**src/design/pwsw_pkg.sv**
```systemverilog
// ----------------------------------------------------------------------------
// pwsw_pkg
// Types and constants shared by the pulse-width single-wire host.
// ----------------------------------------------------------------------------
`default_nettype none

package pwsw_pkg;

    // Largest response and command the link handles
    localparam int unsigned MAX_RESPONSE_BYTES = 8;
    localparam int unsigned MAX_COMMAND_BYTES  = 3;
    localparam int unsigned CMD_LEN_CAP =
        (MAX_COMMAND_BYTES < 3) ? MAX_COMMAND_BYTES : 3;

    // Input operation codes
    localparam logic OP_TICK  = 1'b0;
    localparam logic OP_START = 1'b1;

    // Configuration register indexes
    localparam logic [1:0] CFG_HALF_US_TICKS   = 2'd0;
    localparam logic [1:0] CFG_RESPONSE_BYTES  = 2'd1;
    localparam logic [1:0] CFG_EDGE_TIMEOUT    = 2'd2;

    typedef enum logic [2:0] {
        PH_IDLE   = 3'd0,
        PH_TX     = 3'd1,
        PH_STOP   = 3'd2,
        PH_WAIT   = 3'd3,
        PH_SAMPLE = 3'd4,
        PH_GAP    = 3'd5
    } t_phase;

    typedef struct packed {
        logic        op;
        logic [23:0] command_word;
        logic [1:0]  command_length;
        logic        line_level;
    } t_in_item;

    typedef struct packed {
        logic       drive_low;
        logic       busy_res;
        logic [7:0] rx_byte;
        logic       rx_valid;
        logic [2:0] rx_index;
        logic       done_res;
        logic       timed_out;
    } t_out_item;

    typedef struct packed {
        logic [7:0] half_us_ticks;
        logic [3:0] response_bytes;
        logic [4:0] edge_timeout_halves;
    } t_cfg;

endpackage

`default_nettype wire

```
**src/design/pwsw_core.sv**
```systemverilog
// ----------------------------------------------------------------------------
// pwsw_core
// Line timing state machine: one item per cycle, while i_fire is high, updates
// the state and forms the result for that item.
// ----------------------------------------------------------------------------
`default_nettype none

module pwsw_core
    import pwsw_pkg::*;
(
    input  wire logic      i_clk,
    input  wire logic      i_rst_n,
    input  wire logic      i_fire,
    input  wire t_in_item  i_item,
    input  wire t_cfg      i_cfg,
    output t_out_item      o_res
);

    t_phase      r_phase,       n_phase;
    logic [13:0] r_tick,        n_tick;
    logic [23:0] r_cmd,         n_cmd;
    logic [4:0]  r_bits_left,   n_bits_left;
    logic [7:0]  r_rx_shift,    n_rx_shift;
    logic [2:0]  r_bit_in_byte, n_bit_in_byte;
    logic [3:0]  r_bytes_rcvd,  n_bytes_rcvd;

    logic [7:0]  w_h;
    logic [4:0]  w_lim;
    logic [4:0]  w_resp_len;
    logic [8:0]  w_h2;
    logic [9:0]  w_h3;
    logic [10:0] w_h6;
    logic [10:0] w_h8;
    logic [12:0] w_lim_h;
    logic [13:0] w_tick_inc;
    logic        w_tick;
    logic [1:0]  w_len;
    logic [7:0]  w_new_shift;
    logic [2:0]  w_bit_next;
    logic [3:0]  w_bytes_next;
    logic        w_byte_done;
    logic        w_resp_done;
    logic        w_tx_end;
    logic        w_stop_end;
    logic        w_tmo_end;
    logic        w_three_end;

    // Normalise the configuration: zero acts as one, clamp the response length
    assign w_h   = (i_cfg.half_us_ticks == 8'd0) ? 8'd1 : i_cfg.half_us_ticks;
    assign w_lim = (i_cfg.edge_timeout_halves == 5'd0) ? 5'd1 : i_cfg.edge_timeout_halves;

    always_comb begin
        if (i_cfg.response_bytes == 4'd0) begin
            w_resp_len = 5'd1;
        end else if ({1'b0, i_cfg.response_bytes} > 5'(MAX_RESPONSE_BYTES)) begin
            w_resp_len = 5'(MAX_RESPONSE_BYTES);
        end else begin
            w_resp_len = {1'b0, i_cfg.response_bytes};
        end
    end

    always_comb begin
        if (i_item.command_length == 2'd0) begin
            w_len = 2'd1;
        end else if (32'(i_item.command_length) > CMD_LEN_CAP) begin
            w_len = 2'(CMD_LEN_CAP);
        end else begin
            w_len = i_item.command_length;
        end
    end

    assign w_h2    = {w_h, 1'b0};
    assign w_h3    = {2'b00, w_h} + {1'b0, w_h, 1'b0};
    assign w_h6    = {w_h3, 1'b0};
    assign w_h8    = {w_h, 3'b000};
    assign w_lim_h = 13'(w_lim * w_h);

    assign w_tick       = i_fire && (i_item.op == OP_TICK);
    assign w_tick_inc   = r_tick + 14'd1;
    assign w_tx_end     = w_tick_inc >= {3'b000, w_h8};
    assign w_stop_end   = w_tick_inc >= {5'b00000, w_h2};
    assign w_tmo_end    = w_tick_inc >= {1'b0, w_lim_h};
    assign w_three_end  = w_tick_inc >= {4'b0000, w_h3};

    assign w_new_shift  = {r_rx_shift[6:0], i_item.line_level};
    assign w_bit_next   = r_bit_in_byte + 3'd1;
    assign w_byte_done  = (w_bit_next == 3'd0);
    assign w_bytes_next = r_bytes_rcvd + 4'd1;
    assign w_resp_done  = {1'b0, w_bytes_next} >= w_resp_len;

    // Next state
    always_comb begin
        n_phase       = r_phase;
        n_tick        = r_tick;
        n_cmd         = r_cmd;
        n_bits_left   = r_bits_left;
        n_rx_shift    = r_rx_shift;
        n_bit_in_byte = r_bit_in_byte;
        n_bytes_rcvd  = r_bytes_rcvd;
        if (i_fire && i_item.op == OP_START) begin
            // a start while busy is dropped
            if (r_phase == PH_IDLE) begin
                n_phase       = PH_TX;
                n_tick        = '0;
                n_cmd         = i_item.command_word;
                n_bits_left   = {w_len, 3'b000};
                n_rx_shift    = '0;
                n_bit_in_byte = '0;
                n_bytes_rcvd  = '0;
            end
        end else if (w_tick) begin
            unique case (r_phase)
                PH_IDLE: begin
                end
                PH_TX: begin
                    n_tick = w_tick_inc;
                    if (w_tx_end) begin
                        n_tick      = '0;
                        n_cmd       = {r_cmd[22:0], 1'b0};
                        n_bits_left = (r_bits_left == 5'd0) ? 5'd0 : r_bits_left - 5'd1;
                        if (r_bits_left <= 5'd1) begin
                            n_phase = PH_STOP;
                        end
                    end
                end
                PH_STOP: begin
                    n_tick = w_tick_inc;
                    if (w_stop_end) begin
                        n_phase = PH_WAIT;
                        n_tick  = '0;
                    end
                end
                PH_WAIT: begin
                    if (!i_item.line_level) begin
                        n_phase = PH_SAMPLE;
                        n_tick  = '0;
                    end else begin
                        n_tick = w_tick_inc;
                        if (w_tmo_end) begin
                            n_phase = PH_IDLE;
                            n_tick  = '0;
                        end
                    end
                end
                PH_SAMPLE: begin
                    n_tick = w_tick_inc;
                    if (w_three_end) begin
                        n_tick        = '0;
                        n_rx_shift    = w_new_shift;
                        n_bit_in_byte = w_bit_next;
                        n_phase       = PH_GAP;
                        if (w_byte_done) begin
                            n_bytes_rcvd = w_bytes_next;
                            if (w_resp_done) begin
                                n_phase = PH_IDLE;
                            end
                        end
                    end
                end
                PH_GAP: begin
                    n_tick = w_tick_inc;
                    if (w_three_end) begin
                        n_phase = PH_WAIT;
                        n_tick  = '0;
                    end
                end
                default: begin
                    n_phase = PH_IDLE;
                    n_tick  = '0;
                end
            endcase
        end
    end

    // Result for this item, taken from the state it leaves behind
    always_comb begin
        o_res = '0;
        o_res.rx_valid  = w_tick && (r_phase == PH_SAMPLE) && w_three_end && w_byte_done;
        o_res.rx_byte   = o_res.rx_valid ? w_new_shift : 8'd0;
        o_res.rx_index  = o_res.rx_valid ? r_bytes_rcvd[2:0] : 3'd0;
        o_res.done_res  = o_res.rx_valid && w_resp_done;
        o_res.timed_out = w_tick && (r_phase == PH_WAIT) && i_item.line_level && w_tmo_end;
        o_res.busy_res  = (n_phase != PH_IDLE);
        unique case (n_phase)
            PH_TX:   o_res.drive_low = n_cmd[23] ? (n_tick < {5'b00000, w_h2})
                                                 : (n_tick < {3'b000, w_h6});
            PH_STOP: o_res.drive_low = (n_tick < {5'b00000, w_h2});
            default: o_res.drive_low = 1'b0;
        endcase
    end

    always_ff @(posedge i_clk) begin
        if (!i_rst_n) begin
            r_phase       <= PH_IDLE;
            r_tick        <= '0;
            r_cmd         <= '0;
            r_bits_left   <= '0;
            r_rx_shift    <= '0;
            r_bit_in_byte <= '0;
            r_bytes_rcvd  <= '0;
        end else begin
            r_phase       <= n_phase;
            r_tick        <= n_tick;
            r_cmd         <= n_cmd;
            r_bits_left   <= n_bits_left;
            r_rx_shift    <= n_rx_shift;
            r_bit_in_byte <= n_bit_in_byte;
            r_bytes_rcvd  <= n_bytes_rcvd;
        end
    end

    a_idle_tick_clear: assert property (@(posedge i_clk) disable iff (!i_rst_n)
        (r_phase == PH_IDLE) |-> (r_tick == 14'd0))
        else $error("tick count not clear while idle");

    a_tx_bits_left: assert property (@(posedge i_clk) disable iff (!i_rst_n)
        (r_phase == PH_TX) |-> (r_bits_left != 5'd0))
        else $error("sending with no command bits left");

    a_done_with_byte: assert property (@(posedge i_clk) disable iff (!i_rst_n)
        o_res.done_res |-> (o_res.rx_valid && !o_res.busy_res))
        else $error("done without a final byte");

    a_timeout_to_idle: assert property (@(posedge i_clk) disable iff (!i_rst_n)
        o_res.timed_out |=> (r_phase == PH_IDLE))
        else $error("timeout did not end the transaction");

endmodule

`default_nettype wire

```
**src/design/pwsw_obuf.sv**
```systemverilog
// ----------------------------------------------------------------------------
// pwsw_obuf
// Result register with a skid entry, so an item is still taken while the
// receiver stalls.
// ----------------------------------------------------------------------------
`default_nettype none

module pwsw_obuf
    import pwsw_pkg::*;
(
    input  wire logic      i_clk,
    input  wire logic      i_rst_n,
    input  wire logic      i_valid,
    output logic           o_ready,
    input  wire t_out_item i_data,
    output logic           o_valid,
    input  wire logic      i_ready,
    output t_out_item      o_data
);

    logic      r_main_valid;
    logic      r_skid_valid;
    t_out_item r_main;
    t_out_item r_skid;
    logic      w_accept;
    logic      w_taken;

    assign o_ready  = !r_skid_valid;
    assign w_accept = i_valid && o_ready;
    assign w_taken  = r_main_valid && i_ready;
    assign o_valid  = r_main_valid;
    assign o_data   = r_main;

    always_ff @(posedge i_clk) begin
        if (!i_rst_n) begin
            r_main_valid <= 1'b0;
            r_skid_valid <= 1'b0;
        end else if (w_taken || !r_main_valid) begin
            if (r_skid_valid) begin
                // promote the held transaction
                r_main_valid <= 1'b1;
                r_skid_valid <= 1'b0;
            end else begin
                r_main_valid <= w_accept;
            end
        end else if (w_accept) begin
            r_skid_valid <= 1'b1;
        end
    end

    always_ff @(posedge i_clk) begin
        if (w_taken || !r_main_valid) begin
            r_main <= r_skid_valid ? r_skid : i_data;
        end
        if (w_accept && r_main_valid && !w_taken) begin
            r_skid <= i_data;
        end
    end

    a_skid_needs_main: assert property (@(posedge i_clk) disable iff (!i_rst_n)
        r_skid_valid |-> r_main_valid)
        else $error("skid entry held with empty result register");

    a_stall_fills_skid: assert property (@(posedge i_clk) disable iff (!i_rst_n)
        (r_main_valid && !i_ready && w_accept) |=> r_skid_valid)
        else $error("transaction lost during stall");

    a_skid_drains: assert property (@(posedge i_clk) disable iff (!i_rst_n)
        (r_skid_valid && i_ready) |=> (r_main_valid && !r_skid_valid))
        else $error("skid entry not promoted");

endmodule

`default_nettype wire

```
**src/design/pulse_width_single_wire_host_unit.sv**
```systemverilog
// ----------------------------------------------------------------------------
// pulse_width_single_wire_host_unit
// Host end of a single-wire pulse-width-coded link, stepped one item a cycle while o_in_ready is high.
// ----------------------------------------------------------------------------
// Input channel (i_in_valid / o_in_ready / i_in): each transaction is either
// a time tick carrying the sampled line level, or a start request with up to
// three command bytes. Output channel (o_out_valid / i_out_ready / o_out):
// exactly one result per input transaction, in order, giving the drive level
// for the next tick, busy, and any received byte, done or timeout.
// Configuration channel (i_cfg_valid / o_cfg_ready / i_cfg_index /
// i_cfg_data): always ready; write only while no transaction is in flight.
// Each result is registered before it reaches o_out; the state machine update
// and the result are formed combinationally ahead of the result register.
// Throughput: one item per cycle while o_in_ready is high.
// A stalled receiver is absorbed by a result register plus one skid entry;
// o_in_ready falls only while both hold results.
// Reset (synchronous, active low) returns to idle with the line released and
// the configuration at its defaults (8, 8, 8).
// ----------------------------------------------------------------------------
`default_nettype none

module pulse_width_single_wire_host_unit
    import pwsw_pkg::*;
(
    input  wire logic       i_clk,
    input  wire logic       i_rst_n,
    input  wire logic       i_in_valid,
    output logic            o_in_ready,
    input  wire t_in_item   i_in,
    output logic            o_out_valid,
    input  wire logic       i_out_ready,
    output t_out_item       o_out,
    input  wire logic       i_cfg_valid,
    output logic            o_cfg_ready,
    input  wire logic [1:0] i_cfg_index,
    input  wire logic [7:0] i_cfg_data
);

    t_cfg      r_cfg;
    t_out_item w_res;
    logic      w_fire;

    assign o_cfg_ready = 1'b1;
    assign w_fire      = i_in_valid && o_in_ready;

    always_ff @(posedge i_clk) begin
        if (!i_rst_n) begin
            r_cfg.half_us_ticks       <= 8'd8;
            r_cfg.response_bytes      <= 4'd8;
            r_cfg.edge_timeout_halves <= 5'd8;
        end else if (i_cfg_valid) begin
            unique case (i_cfg_index)
                CFG_HALF_US_TICKS:  r_cfg.half_us_ticks       <= i_cfg_data;
                CFG_RESPONSE_BYTES: r_cfg.response_bytes      <= i_cfg_data[3:0];
                CFG_EDGE_TIMEOUT:   r_cfg.edge_timeout_halves <= i_cfg_data[4:0];
                default: begin
                end
            endcase
        end
    end

    pwsw_core u_core (
        .i_clk   (i_clk),
        .i_rst_n (i_rst_n),
        .i_fire  (w_fire),
        .i_item  (i_in),
        .i_cfg   (r_cfg),
        .o_res   (w_res)
    );

    pwsw_obuf u_obuf (
        .i_clk   (i_clk),
        .i_rst_n (i_rst_n),
        .i_valid (i_in_valid),
        .o_ready (o_in_ready),
        .i_data  (w_res),
        .o_valid (o_out_valid),
        .i_ready (i_out_ready),
        .o_data  (o_out)
    );

endmodule

`default_nettype wire

```
**config.mk**
```make
export PLATFORM = sky130hd
export DESIGN_NAME = pulse_width_single_wire_host_unit
export DESIGN_NICKNAME = d
export VERILOG_FILES = /design/src/design/pwsw_pkg.sv /design/src/design/pwsw_core.sv /design/src/design/pwsw_obuf.sv /design/src/design/pulse_width_single_wire_host_unit.sv
export SDC_FILE = /design/constraint.sdc
export NUM_CORES = 1
export LEC_CHECK = 0
export ABC_AREA = 1
export BUFFER_PORTS_ARGS = -buffer_cell sky130_fd_sc_hd__buf_2
export CAP_MARGIN = 40
export CORE_ASPECT_RATIO = 0.8
export CORE_MARGIN = 5
export CORE_UTILIZATION = 55
export CTS_CLUSTER_SIZE = 10
export DETAILED_ROUTE_END_ITERATION = 16
export GPL_TIMING_DRIVEN = 0
export HOLD_SLACK_MARGIN = 0.05
export PLACE_DENSITY = 0.77
export SETUP_SLACK_MARGIN = 0.5
export SYNTH_ARGS = -nofsm -noshare
export SYNTH_HDL_FRONTEND = slang
export SYNTH_HIERARCHICAL = 1
export SYNTH_SLANG_ARGS = --single-unit
```
**constraint.sdc**
```tcl
create_clock -name i_clk -period 6.9 [get_ports i_clk]
set_clock_uncertainty 0.05 [all_clocks]
set_input_delay 1.035 -clock i_clk [delete_from_list [all_inputs] [get_ports i_clk]]
set_output_delay 1.035 -clock i_clk [all_outputs]
set_load 0.1 [all_outputs]
```
==> results.yml <==
critical_path:
  slowest_delay_ns: 0.57
  critPathMostFrequentCell: "nand2_2"
  cp_slowest_cell: "fa_1"
  arrival_ns: 7.15
  crit_fanout: 7
  worst_setup_path_end_kind: "flop"
  required_ns: 7.07
  reg2reg_depth: 49
  startpoint_type: "flop"
  criticalPathCategory: "flop to flop"
sta:
  max_slew_margin_pct: 49.06
  period_share_pct: 101.3
  fmax_ghz: 0.1431
  setup_viol: 1
  finalHoldWorstSlack_ns: 0.4184
  period_minus_slack_ns: 6.987
  rsz0062_at_grt: "true"
  setup_ws_ns: -0.08698
  maxSlewViolCount: 0
  finalHoldViolations: 0
  worst_pin_slew_ns: 0.7616
global_routing:
  grt.total_usage_pct: 23.35
  antenna_found_initial: 0
  grt_pass1_wl_mm: 34.59
  grt.overflow.total: 0
  grt_max_degree: 21
  grt_pass1_vias: 7087
finish:
  fillers: 1326
  multi_input_area_sq_um: 5449
  drive_above_1_share_pct: 20.90
  syn_to_final_growth_pct: 17.42
  seq_area_sq_um: 2560
  finalCoreUtilization_pct: 66.35
  n_antenna_cell: 0
  fin_nets: 1434
  fin_area_sq_um: 10030
placement:
  place_congestion: 0.9335
  post_dp_cell_area_sq_um: 9204
  portBuffers: 60
  hpwl_mm: 16.31
power_and_ir_drop:
  ir_drop_v: 0.0001223
  leakage_nw: 4.894
  power_mw: 1.719
  p_per_area_nw_per_um2: 171.5
yosys:
  synthTopCellsByArea: "dfxtp_1 19%, ha_1 14%, nand2_1 13%"
  synth-compound-area-share_pct: 11.31
  synth_most_common_cell: "nand2_1"
  synthCells: 1167
  yosys.area_share.simple_pct: 28.55
  synth_top_area_cell: "dfxtp_1"
  avgSynthCellArea_sq_um: 7.319
  synth-adder-area-share_pct: 18.28
  synthTopCellsByCount: "292 x nand2_1, 168 x inv_1, 144 x nor2_1"
  synth_edf_count: 32
  synth_ff_type: "dfxtp_1"
  yosys.area.top_type_share_pct: 18.52
  synthesis.nets: 1324
  synth-seq-area-share_pct: 29.77
  synth_xor_area_share_pct: 2.359
  yosys_warnings: 6
  synthesis.area_sq_um: 8541
  synth-seq-cells: 111
  yosysUniqueCellTypes: 49
  ys_async_sr_fraction_pct: 0
  synth_top_family_by_area: "simple AND/OR/NAND/NOR gates"
  synthMuxAreaShare_pct: 0
drt:
  drc: 0
  dr.pass1.iters: 6
  wl_per_cell_microns: 14.41
  routed_via_density: 5.302
  first_iter_violations: 832
  finalWirelength_mm: 21.51
  num_vias: 7911
  ant_nets: 0
cts:
  cts-root-buf: "clkbuf_16"
  cts_tree: "done"
  clk_latency_ns: 0.35
  htreeDepth: 3
  cts_buffers: 9
  clock-sinks: 111
  clock_path_buffers: 2
  clk_pin_slew_worst_paths_ns: 0.08
floorplan:
  dieHeight_microns: 121.5
  fp.dieW_microns: 149.3
  core-area_sq_um: 15110
  dieArea_sq_um: 18140
  start_util_pct: 56.51
  rows: 40
  ios: 62
status:
  violations: "negative setup slack"
  status: "complete, but fails checks"
hold_path:
  hold_depth: 2
  hp-class: "flop to flop"
job:
  drv_cap: 0
[state kept, by name, indices dropped and copies added, names as in the netlist, 3 cells and up]
| register | cells |
|---|---|
| u_core/r_bytes_rcvd | 4 |
| u_core/r_phase | 3 |
| u_core/r_bits_left | 5 |
| u_core/r_tick | 14 |
| r_cfg | 17 |
| u_obuf/r_skid | 16 |
| u_core/r_rx_shift | 7 |
| u_core/r_bit_in_byte | 3 |
| u_obuf/o_data | 16 |
| u_core/r_cmd | 24 |
[worst paths after layout]
| kind | startpoint | to | slack (ns) |
|---|---|---|---|
| max | r_cfg[16] | u_obuf/o_data[15] | -0.09 |
| min | u_core/r_cmd[0] | u_core/r_cmd[0] | 0.42 |
| max reg2reg | r_cfg[16] | u_obuf/o_data[15] | -0.09 |
| min reg2reg | u_core/r_cmd[0] | u_core/r_cmd[0] | 0.42 |
[kinds of logic after synthesis]
family	Yosys count
and+or+nand+nor	551
DFF	111
AOI/OAI and AO/OA	164
buffers and inverters	203
other	1
adders and majority gates	114
xor gates and xnor gates	23
[per-layer routing]
layer,GRT usage [%],up-vias,part of all wire (%)
met4,4.059,0,0.70
met2,34.16,302,42
met1,35.94,3613,48
li1,-,3980,-
met3,4.481,16,8.9
met5,0,-,0
[area by class of cell]
class	count	share of cell area [%]
tap	210	2.620
clock inverter	5	0.4866
buffer	26	1.647
sequential	111	25.53
inverter	177	6.900
timing repair buffer	99	5.951
multi-input combinational	853	54.34
clock buffer	11	2.533
[what timing repair did]
item	4_1_cts	5_1_grt
hold buffers	0	0
buffers inserted	27	11
endpoints found under the setup margin	2	4
gates resized for setup	41	28
pin swaps	35	47
[report_power, final]
group,internal [mW],leakage (nW),switching (mW)
sequential,0.701,0.972,0.0200
combinational,0.160,3.77,0.316
clock,0.275,0.149,0.248
[stage by stage]
| stage | worst slack [ns] | TNS, ns | std cells |
|---|---|---|---|
| after floorplan | 0.4446 | 0 | 1167 |
| after global placement | -0.3978 | -0.6924 | 1437 |
| after detailed placement | -0.5140 | -0.9278 | 1438 |
| after CTS | -0.04963 | -0.04963 | 1481 |
| after global routing | -0.5562 | -1.005 | 1492 |
| final | -0.08698 | -0.08698 | 1492 |
[worst max-delay path: cells and delay by family (launching register included)]
family	cells	cell delay, ns
xor gates and xnor gates	1	0.16
adders and majority gates	7	2.50
AOI/OAI and AO/OA	10	1.25
buffers and inverters	6	0.43
and+or+nand+nor	25	2.16
DFF	1	0.35
[placed cells by master, fill, tap and decap left out, drive strengths merged, types with 28 or more instances in the layout]
| cell | n |
|---|---|
| o21ai | 28 |
| a31oi | 28 |
| a21oi | 74 |
| nand3 | 49 |
| nand2 | 314 |
| inv | 179 |
| buf | 113 |
| nor2 | 165 |
| edfxtp | 32 |
| dfxtp | 79 |
| ha | 96 |
No activity file was read; power rests on OpenSTA's default activity.
